==> src/nnt_pkg.sv <==
// Shared types and constants for the nearest-neighbor tour block.
// Holds the item structs, the controller state type and the command/status structs.
// Depends on nothing; every other file of the block imports it.
`timescale 1ns / 1ps

package nnt_pkg;

    // Coordinate width is fixed by the item format.
    localparam int COORD_W = 16;
    // Width of the city index carried in a result item.
    localparam int CITY_W = 10;
    // Default depth of the point store.
    localparam int DEFAULT_MAX_POINTS = 1024;

    // Action codes of an input item.
    localparam logic ACT_LOAD    = 1'b0;
    localparam logic ACT_REQUEST = 1'b1;

    typedef struct packed {
        logic                      action;
        logic signed [COORD_W-1:0] coord_x;
        logic signed [COORD_W-1:0] coord_y;
        logic                      final_point;
    } in_item_t;

    typedef struct packed {
        logic [CITY_W-1:0] city;
        logic              tour_end;
    } out_item_t;

    typedef enum logic [1:0] {
        ST_IDLE,
        ST_SCAN,
        ST_DRAIN,
        ST_EMIT
    } ctrl_state_t;

    // Commands from the controller to the datapath.
    typedef struct packed {
        logic load;       // store the point of the accepted item
        logic first_sel;  // select city 0 as the next city
        logic scan_clear; // forget the best candidate before a scan
        logic rd_en;      // read one store entry for the scan
        logic emit;       // commit the best city and issue the result
    } dp_cmd_t;

    // Status from the datapath to the controller.
    typedef struct packed {
        logic req_ok;     // a request would produce a city
        logic first_req;  // no city of this tour has been given yet
        logic pipe_busy;  // distance pipeline still holds candidates
        logic out_free;   // result register can take a new item
    } dp_status_t;

endpackage

==> src/nnt_ctrl.sv <==
// Controller of the nearest-neighbor tour block: state machine and scan counter.
// Drives datapath commands from the input handshake and datapath status.
// Depends on nnt_pkg.
`timescale 1ns / 1ps

module nnt_ctrl #(
    parameter int MAX_POINTS = nnt_pkg::DEFAULT_MAX_POINTS,
    parameter int IDX_W      = $clog2(MAX_POINTS),
    parameter int CNT_W      = $clog2(MAX_POINTS + 1)
) (
    input  logic                 clk,
    input  logic                 rst_n,
    input  logic                 item_valid,
    input  logic                 action,
    output logic                 item_stall,
    input  nnt_pkg::dp_status_t  status,
    input  logic [CNT_W-1:0]     point_count,
    output nnt_pkg::dp_cmd_t     cmd,
    output logic [IDX_W-1:0]     rd_addr
);
    import nnt_pkg::*;

    ctrl_state_t      state_reg;
    ctrl_state_t      state_next;
    logic [CNT_W-1:0] scan_cnt_reg;
    logic [CNT_W-1:0] scan_cnt_next;
    logic [CNT_W-1:0] scan_cnt_inc;

    assign scan_cnt_inc = scan_cnt_reg + 1'b1;
    assign rd_addr      = scan_cnt_reg[IDX_W-1:0];
    assign item_stall   = (state_reg != ST_IDLE);

    always_ff @(posedge clk or negedge rst_n)
    begin
        if (!rst_n)
        begin
            state_reg    <= ST_IDLE;
            scan_cnt_reg <= '0;
        end
        else
        begin
            state_reg    <= state_next;
            scan_cnt_reg <= scan_cnt_next;
        end
    end

    always_comb
    begin
        state_next    = state_reg;
        scan_cnt_next = scan_cnt_reg;
        cmd           = '0;
        case (state_reg)
            ST_IDLE:
            begin
                if (item_valid)
                begin
                    if (action == ACT_LOAD)
                    begin
                        cmd.load = 1'b1;
                    end
                    else if (status.req_ok)
                    begin
                        if (status.first_req)
                        begin
                            cmd.first_sel = 1'b1;
                            state_next    = ST_EMIT;
                        end
                        else
                        begin
                            cmd.scan_clear = 1'b1;
                            scan_cnt_next  = '0;
                            state_next     = ST_SCAN;
                        end
                    end
                end
            end
            ST_SCAN:
            begin
                cmd.rd_en     = 1'b1;
                scan_cnt_next = scan_cnt_inc;
                if (scan_cnt_inc == point_count)
                begin
                    state_next = ST_DRAIN;
                end
            end
            ST_DRAIN:
            begin
                if (!status.pipe_busy)
                begin
                    state_next = ST_EMIT;
                end
            end
            ST_EMIT:
            begin
                if (status.out_free)
                begin
                    cmd.emit   = 1'b1;
                    state_next = ST_IDLE;
                end
            end
            default:
            begin
                state_next = ST_IDLE;
            end
        endcase
    end

endmodule

==> config.mk <==
export PLATFORM = sky130hd
export DESIGN_NAME = nnt_ctrl
export DESIGN_NICKNAME = d
export VERILOG_FILES = /design/src/nnt_pkg.sv /design/src/nnt_ctrl.sv
export SDC_FILE = /design/constraint.sdc
export NUM_CORES = 1
export LEC_CHECK = 0
export ABC_AREA = 1
export BUFFER_PORTS_ARGS = -buffer_cell sky130_fd_sc_hd__clkbuf_2
export CORE_ASPECT_RATIO = 1.75
export CORE_MARGIN = 3
export CORE_UTILIZATION = 52
export DETAILED_ROUTE_END_ITERATION = 8
export PLACE_DENSITY = 0.79
export SLEW_MARGIN = 20
export SYNTH_ARGS = -nofsm -noshare
export SYNTH_HDL_FRONTEND = slang
export SYNTH_SLANG_ARGS = --single-unit
==> constraint.sdc <==
create_clock -name clk -period 2.1 [get_ports clk]
set_input_delay 0.315 -clock clk [delete_from_list [all_inputs] [get_ports clk]]
set_output_delay 0.315 -clock clk [all_outputs]
set_load 0.01 [all_outputs]
== Word-level counts from Yosys, hierarchy flattened ==
Cells that the tools add are included.
Cells by class
  add/subtract/negate cells: 1
  equality and inequality tests: 11
  multiplexer cells: 23
  reduce and logical (&&, ||, !) cells: 5
Operators by type and width (number)
  $mux 11: 4
  $pmux 11 s2: 1
  $mux 2: 9
  $ne 2x2->1 const B: 7
  $add 11x1->11 const B: 1
  $eq 11x11->1: 1
  $pmux 2 s4: 1
  $mux 1: 6
  $mux 3: 2
  $reduce_and 6->1: 1
  $reduce_and 5->1: 1
  $eq 2x2->1 const B: 2
  $reduce_bool 2->1: 2
  $eq 2x1->1 const B: 1
  $logic_not 2->1: 1
Storage, ports and cells
  bits in registers: 13
  output and inout bits: 16
  logic and storage cells: 42

== Longest topological paths before layout ==
Gate-level depths: netlist of the first run.
  depth in word-level cells: 5
  gate-level depth with buffers: 14
  depth with buffers taken out: 14

== Worst setup path before layout of the first run ==
No wires, ideal clock.
  path kind: flip-flop to flip-flop
  start: register state_reg[0]
  end: register scan_cnt_reg[2]
  library setup time: 0.082 ns
  arrival time: 1.614 ns
  slack: 0.404 ns
  stages on the path, launching flop included: 9
  path buffers: 0
  path through: dfrtp_1 > inv_1 > ha_1 > nand2_1 > nor3_1 > a21oi_1 > nor2_2 > inv_1 > o22ai_1
On the way
  longest elaborated chain between the ends: 3
Ends and longest elaborated chain
  start: declaration: line nnt_ctrl.sv:23  | ctrl_state_t state_reg;
  start signal: assignment: line nnt_ctrl.sv:42  | state_reg <= state_next;
  $eq 2x1->1 / $logic_not 2->1 (equally long branches): line nnt_ctrl.sv:52  | case (state_reg)
  $reduce_bool 2->1 (no line) / $ne 2x2->1 (equally long branches)
  $reduce_and 5->1 (no line)
  end signal: assignment: line nnt_ctrl.sv:43  | scan_cnt_reg <= scan_cnt_next;
  end: declaration: line nnt_ctrl.sv:25  | logic [CNT_W-1:0] scan_cnt_reg;
Parallel ways exist; a longest one is shown, timed or not.
A chain may end at the register's enable or synchronous reset.

== Worst setup path in the final report of the first run ==
  start: register scan_cnt_reg[0]
  end: register state_reg[1]
On the way
  longest elaborated chain between the ends: 4
Ends and longest elaborated chain
  $add 11x1->11: line nnt_ctrl.sv:29  | assign scan_cnt_inc = scan_cnt_reg + 1'b1;
  $eq 11x11->1: line nnt_ctrl.sv:81  | if (scan_cnt_inc == point_count)
  $ne 2x2->1 (no line)
  $reduce_and 6->1 (no line)
No other way between the ends.

==> summary.md, run 1 <==
| Metric | Value |
|---|---|
| Status | `finished, final reports clean` |
| Reg2reg path depth | `12` |
| Clk_lat worst skew | `240 ps` |
| HPWL Detailed | `2517 um` |
| Vias in the first global route | `1310` |
| GRT Util Overall | `21.46%` |
| Register area share after synthesis | `25.77%` |
| Met2 GRT Util | `39.70%` |
| Synthesized area | `1262 um^2` |
| Yosys top cell by area | `dfrtp_1` |
| Input/output buffers | `34` |
| Power per cell area | `811.8 nW/um^2` |
| Layout area overhead | `14.97%` |
| Synth top cells by count | `42 x nand2_1, 34 x nand3_1, 32 x inv_1` |
| Net Sw Frac | `43.54%` |
| Hold/Removal Path Class | `input port to flop` |
| Combinational Power Share | `49.6%` |
| #FFs+latches synth | `13` |
| Syn nets | `212` |
| Clock power frac | `19.1%` |
| Clk Tree Root Cell | `clkbuf_8` |
| Mean area per synthesized cell | `6.715 um^2` |
| Iter 0 DRT Violations | `32` |
| Die Ht | `71.18 um` |
| Net Sw Power | `512.9 uW` |
| Number of vias per cell | `5.506` |
| Register area | `325.3 um^2` |
| Fillers | `236` |
| Critical Path Source Type | `flop` |
| CP endpoint kind | `flop` |
| CP Depth | `12` |
| Top Usage Layer GRT | `met2` |
| Core region area | `2302 um^2` |
| Number of flip-flops in the largest register | `11` |
| Crit path max fanout | `8` |
| Cell with the most instances after synthesis | `nand2_1` |
| Max cap viols | `0` |
| Multi-input logic area | `738.2 um^2` |
| Nets | `243` |
| Crit path buffers/inverters | `1` |
| CTS Buffer Depth | `2` |
| Cell mode on critical path | `nand2_1` |
| Part of the power in registers | `31.3%` |
| Slowest stage delay, CP | `440 ps` |
| Grt met3 use | `2.799%` |
| Antenna Nets Post-Route | `0` |
| Reg-to-reg startpoint | `scan_cnt_reg[0]` |
| Number of synthesized flops with an enable pin | `0` |
| Pre-CTS setup slack | `253.4 ps` |
| Drt total wl | `3087 um` |
| Worst path required time | `2240 ps` |
| Initial antenna violation count | `0` |
| CP cell instances | `ha_1, nand2_4, nor2_4, nand3_1, nand3_1, nand2_1, inv_1, nand3_2, o21bai_4, nand2_2, nand2_1, nand2_1` |
| Peak Freq | `543.8 MHz` |
| Fin. max-slew vios | `0` |
| Share of layout cells above drive strength 1 | `28.44%` |
| Inserted Diodes | `0` |
| Yosys warning count | `0` |
| Cts repair resizes | `0` |
| PnR worst setup slack | `261.0 ps` |
| Clock Sinks | `13` |
| Worst-path clk slew | `60 ps` |
| Hold Vio Cnt, Final | `0` |
| Ys flop type | `dfrtp_1` |
| Worst setup path end | `state_reg[1]` |
| Drt first pass iters | `4` |
| Int Pwr | `665.2 uW` |
| Max Clock Skew | `2.086 ps` |
| Synth async-reset ratio | `100.0%` |
| CP Launch Point | `scan_cnt_reg[0]` |
| # setup viols final | `0` |
| Via count | `1338` |
| Gate Count Post-Synth | `188` |
| Slew HR | `67.47%` |
| Setup bufs post-CTS | `0` |
| CTS H-Tree Depth | `1` |
| DR DRC count | `0` |
| RSZ-0062 raised after global routing | `false` |
| Critical path arrival | `1970 ps` |
| Area fraction of the dominant cell type after synthesis | `25.77%` |
| Most area-consuming cells after synthesis | `dfrtp_1 26%, nand3_1 13%, nand2_1 12%` |
| Peak VDD IR | `0.0005096 V` |
| Fin crit share | `87.57%` |
| Initial core utilization | `54.84%` |
| Leakage power total | `0.0007642 uW` |
| Post-DR wirelength/cell | `12.70 um` |
| Dpl cells | `238` |
| Die width | `43.25 um` |
| Non-Filler Instances | `243` |
| Final global-route overflow total | `0` |
| Final min period | `1839 ps` |
| Setup CP Type | `flop to flop` |
| CTS Buf Count | `3` |
| Io pins | `35` |
| Global placement routability congestion | `0.8359` |
| Placement row count | `23` |
| Worst-margin pin slew | `487.9 ps` |
| Reg2Reg Setup Slack | `260 ps` |
| Slowest cell on crit path | `dfrtp_1` |
| CTS tree | `done` |
| Kind of cell adding the most delay to the critical path | `simple AND/OR/NAND/NOR gates` |
| Largest net degree at the start of global routing | `14` |
| Die Area | `3078 um^2` |
| Met1 usage | `21.53%` |
| Synth cell types | `26` |
| First-pass GRT wire length | `5106 um` |
| Final Core Density | `63.04%` |
| Setup_tns | `0 ps` |
| Worst R2R End | `state_reg[1]` |
-- cells in the final DEF, fill, tap and decap left out --
cell           count
nand3_1           34
nor2_2             8
xnor2_1            1
o21bai_1           1
o22ai_1            3
o21ai_0           12
nand2_4            1
clkbuf_8           3
dfrtp_1           13
nor2_4             2
nor3_1             2
xor2_1             1
buf_4              1
inv_2              1
nand3b_1           1
or2_2              1
nand2_2            5
clkbuf_2          34
nand3_2            4
o21ai_2            1
a21oi_1            1
o21bai_4           1
nand2_1           42
ha_1               5
inv_1             32
a221oi_1           1
nor2_1             4
dlygate4sd3_1      1
a22o_1             1
clkbuf_1           1
-- power by group through the flow --
stage          clock network (uW)  registers, uW  logic, uW
6_report                      226            369        584
5_1_grt                       243            378        652
4_1_cts                       227            368        589
3_5_place_dp                    0            371        586
3_3_place_gp                    0            366        571
2_1_floorplan                   0            357        454
-- tightest hold or removal path: stages --
cell and delay [ps]:
clkbuf_2 90, inv_1 70, o21ai_0 90, nand3_1 90, nand2_1 50
-- layout make-up --
type / instances / area share, %
clock buffers: 4 / 3.103
inverters: 33 / 8.535
multi-input cells: 132 / 50.86
flip-flops and latches: 13 / 22.41
well taps: 25 / 2.155
repair buffers: 36 / 12.93
-- per-layer routing --
metal,vias up,part of all wire [%],wire [um]
met4,0,3.4,105
li1,656,-,-
met1,614,35,1092
met3,11,6.3,193
met5,-,0,0
met2,57,55,1695
-- per-stage QoR --
| step | hold slack [ps] | power (uW) | area (um^2) |
|---|---|---|---|
| global route | 540.4 | 1273 | 1451 |
| detailed placement | 235.4 | 957.1 | 1396 |
| CTS | 499.4 | 1184 | 1451 |
| global placement | 234.7 | 937.5 | 1396 |
| finish | 492.8 | 1178 | 1451 |
| floorplan | 19.41 | 811.1 | 1262 |
-- worst min path at each step --
stage | from | endpoint | slack, ps | depth (start not counted)
floorplan | rst_n | scan_cnt_reg[0] | 20 | 0
global placement | rst_n | scan_cnt_reg[3] | 230 | 1
detailed placement | rst_n | scan_cnt_reg[5] | 240 | 1
CTS | status[2] | state_reg[1] | 500 | 5
global route | rst_n | scan_cnt_reg[7] | 540 | 2
finish | status[2] | state_reg[1] | 490 | 5
-- logic make-up after synthesis --
logic type | count (synthesis) | synth area share [%]
simple gates | 104 | 41.33
buf+inv | 43 | 15.76
compound gates | 21 | 10.80
flops | 13 | 25.77
fa+ha+maj | 5 | 4.955
xor+xnor | 2 | 1.388
-- timing repair --
item                       4_1_cts  5_1_grt
setup endpoints to repair        0        0
hold buffers                     1        0
hold endpoints to repair        13        0
Note: power is estimated with default switching activity, not from simulation.
==> inputs of run 2 (changes only) <==
PLACE_DENSITY = 0.76   (was 0.79)
==> run 2 against run 1 <==
  * Critical path type unchanged
  * Utilization unchanged
  * Via count down 2.2%
  * Combinational power up 2%
==> summary.md, run 2 (same netlist as run 1, synthesis figures left out) <==
| Metric | Value |
|---|---|
| Reg-to-reg startpoint | `scan_cnt_reg[0]` |
| Hold/Removal Path Class | `input port to flop` |
| Setup bufs post-CTS | `0` |
| Part of the power in registers | `30.9%` |
| Final min period | `1860 ps` |
| Iter 0 DRT Violations | `34` |
| Min Hold Slack | `501.8 ps` |
| Via count | `1308` |
| Share of layout cells above drive strength 1 | `28.44%` |
| HPWL Detailed | `2665 um` |
| Die Area | `3078 um^2` |
| Inserted Diodes | `0` |
| CTS tree | `done` |
| Drt total wl | `3200 um` |
| Hold EP | `state_reg[1]` |
| Number of flip-flops in the largest register | `11` |
| Global placement routability congestion | `0.9094` |
| Fillers | `221` |
| CTS H-Tree Depth | `1` |
| Final global-route overflow total | `0` |
| Int Pwr | `667.3 uW` |
| RSZ-0062 raised after global routing | `false` |
| CP endpoint kind | `flop` |
| Initial antenna violation count | `0` |
| Crit path max fanout | `8` |
| CTS Buf Count | `3` |
| CTS Buffer Depth | `2` |
| Largest net degree at the start of global routing | `14` |
| Die width | `43.25 um` |
| Clock Sinks | `13` |
| Clk_lat worst skew | `240 ps` |
| Number of vias per cell | `5.383` |
| Commonest non-fill, non-tap cells in the layout | `42 x nand2_1, 34 x nand3_1, 34 x clkbuf_2` |
| Post-DR wirelength/cell | `13.17 um` |
| Die Ht | `71.18 um` |
| Peak VDD IR | `0.0005109 V` |
| Nets | `243` |
| Critical path arrival | `1990 ps` |
| Critical Path Source Type | `flop` |
| Register area | `325.3 um^2` |
| Max cap viols | `0` |
| Net Sw Frac | `44.19%` |
| Net Sw Power | `528.4 uW` |
| GRT Util Overall | `22.91%` |
| Fin. max-slew vios | `0` |
| Power per cell area | `823.9 nW/um^2` |
| Max Clock Skew | `2.724 ps` |
| Input/output buffers | `34` |
| Setup_tns | `0 ps` |
| Multi-input logic area | `738.2 um^2` |
| Worst R2R End | `state_reg[0]` |
| Most common cell after layout, fill and taps aside | `nand2_1` |
| Slew HR | `66.92%` |
| Fin crit share | `88.55%` |
| Leakage power total | `0.0007642 uW` |
| HP Start | `status[2]` |
| Io pins | `35` |
| Antenna Nets Post-Route | `0` |
| DR DRC count | `0` |
| Vias in the first global route | `1296` |
| Initial core utilization | `54.84%` |
| Clock power frac | `19.3%` |
| Setup CP Type | `flop to flop` |
| Worst-margin pin slew | `496.1 ps` |
| Peak Freq | `537.7 MHz` |
| Hold Vio Cnt, Final | `0` |
| Worst path required time | `2230 ps` |
| Hold path depth | `5` |
| Clk Tree Root Cell | `clkbuf_8` |
| Reg2reg path depth | `12` |
| Placement row count | `23` |
| Drt first pass iters | `5` |
| Worst-path clk slew | `60 ps` |
| Core region area | `2302 um^2` |
| CP Launch Point | `scan_cnt_reg[0]` |
| # setup viols final | `0` |
| Reg2Reg Setup Slack | `240 ps` |
| Status | `finished, final reports clean` |
| Layout area overhead | `14.97%` |
| Combinational Power Share | `49.8%` |
| First-pass GRT wire length | `5451 um` |
## run 2: cell counts in the layout (fill, tap and decap cells not counted)
No cell type changed its count.
## run 2: critical path: stages, from the launching register on
cell and delay, ps:
dfrtp_1 430, ha_1 250, nand2_4 110, nor2_4 170
nand3_2 90, nand3_1 110, nand2_1 60, inv_1 60
nand3_2 90, o21bai_4 160, nand2_2 70, nand2_1 80
nand2_1 50
## run 2: per-stage QoR
stage / worst slack [ps] / instance area, um^2 / power [uW] / cells / utilization (%)
detailed placement: 256.6 / 1396 / 970.3 / 238 / 60.65
CTS: 240.2 / 1451 / 1206 / 243 / 63.04
finish: 240.4 / 1451 / 1196 / 243 / 63.04
global route: 11.41 / 1451 / 1297 / 243 / 63.04
global placement: 286.4 / 1396 / 944.9 / 238 / 60.65
floorplan: 404.1 / 1262 / 811.1 / 188 / -
## run 2: final cells by class
type                       instances  area share, %
multi-input combinational        132          50.86
timing repair buffer              36          12.93
inverter                          33          8.535
sequential                        13          22.41
clock buffer                       4          3.103
tap                               25          2.155
## run 2: worst max-delay path by stage
stage	end	slack [ps]	depth (start not counted)
floorplan	scan_cnt_reg[2]	400	8
global placement	scan_cnt_reg[8]	290	9
detailed placement	state_reg[0]	260	12
CTS	state_reg[0]	240	12
global route	scan_cnt_reg[8]	10	9
finish	state_reg[0]	240	12
## run 2: timing repair
| action | CTS | global route |
|---|---|---|
| endpoints found under the hold margin | 13 | 0 |
| gates resized for setup | 0 | 0 |
| hold buffers | 1 | 0 |
## run 2: power by group through the flow
stage | registers, uW | logic, uW | clock network (uW)
floorplan | 357 | 454 | 0
global route | 376 | 675 | 247
global placement | 368 | 577 | 0
CTS | 370 | 602 | 234
finish | 369 | 595 | 231
detailed placement | 373 | 597 | 0
## run 2: layer usage
| metal | global-route usage (%) | vias up | wire, um |
|---|---|---|---|
| met3 | 2.799 | 6 | 135 |
| met5 | 0 | - | 0 |
| li1 | - | 659 | - |
| met2 | 44.98 | 41 | 1825 |
| met1 | 23.21 | 602 | 1178 |
| met4 | 8.054 | 0 | 61 |
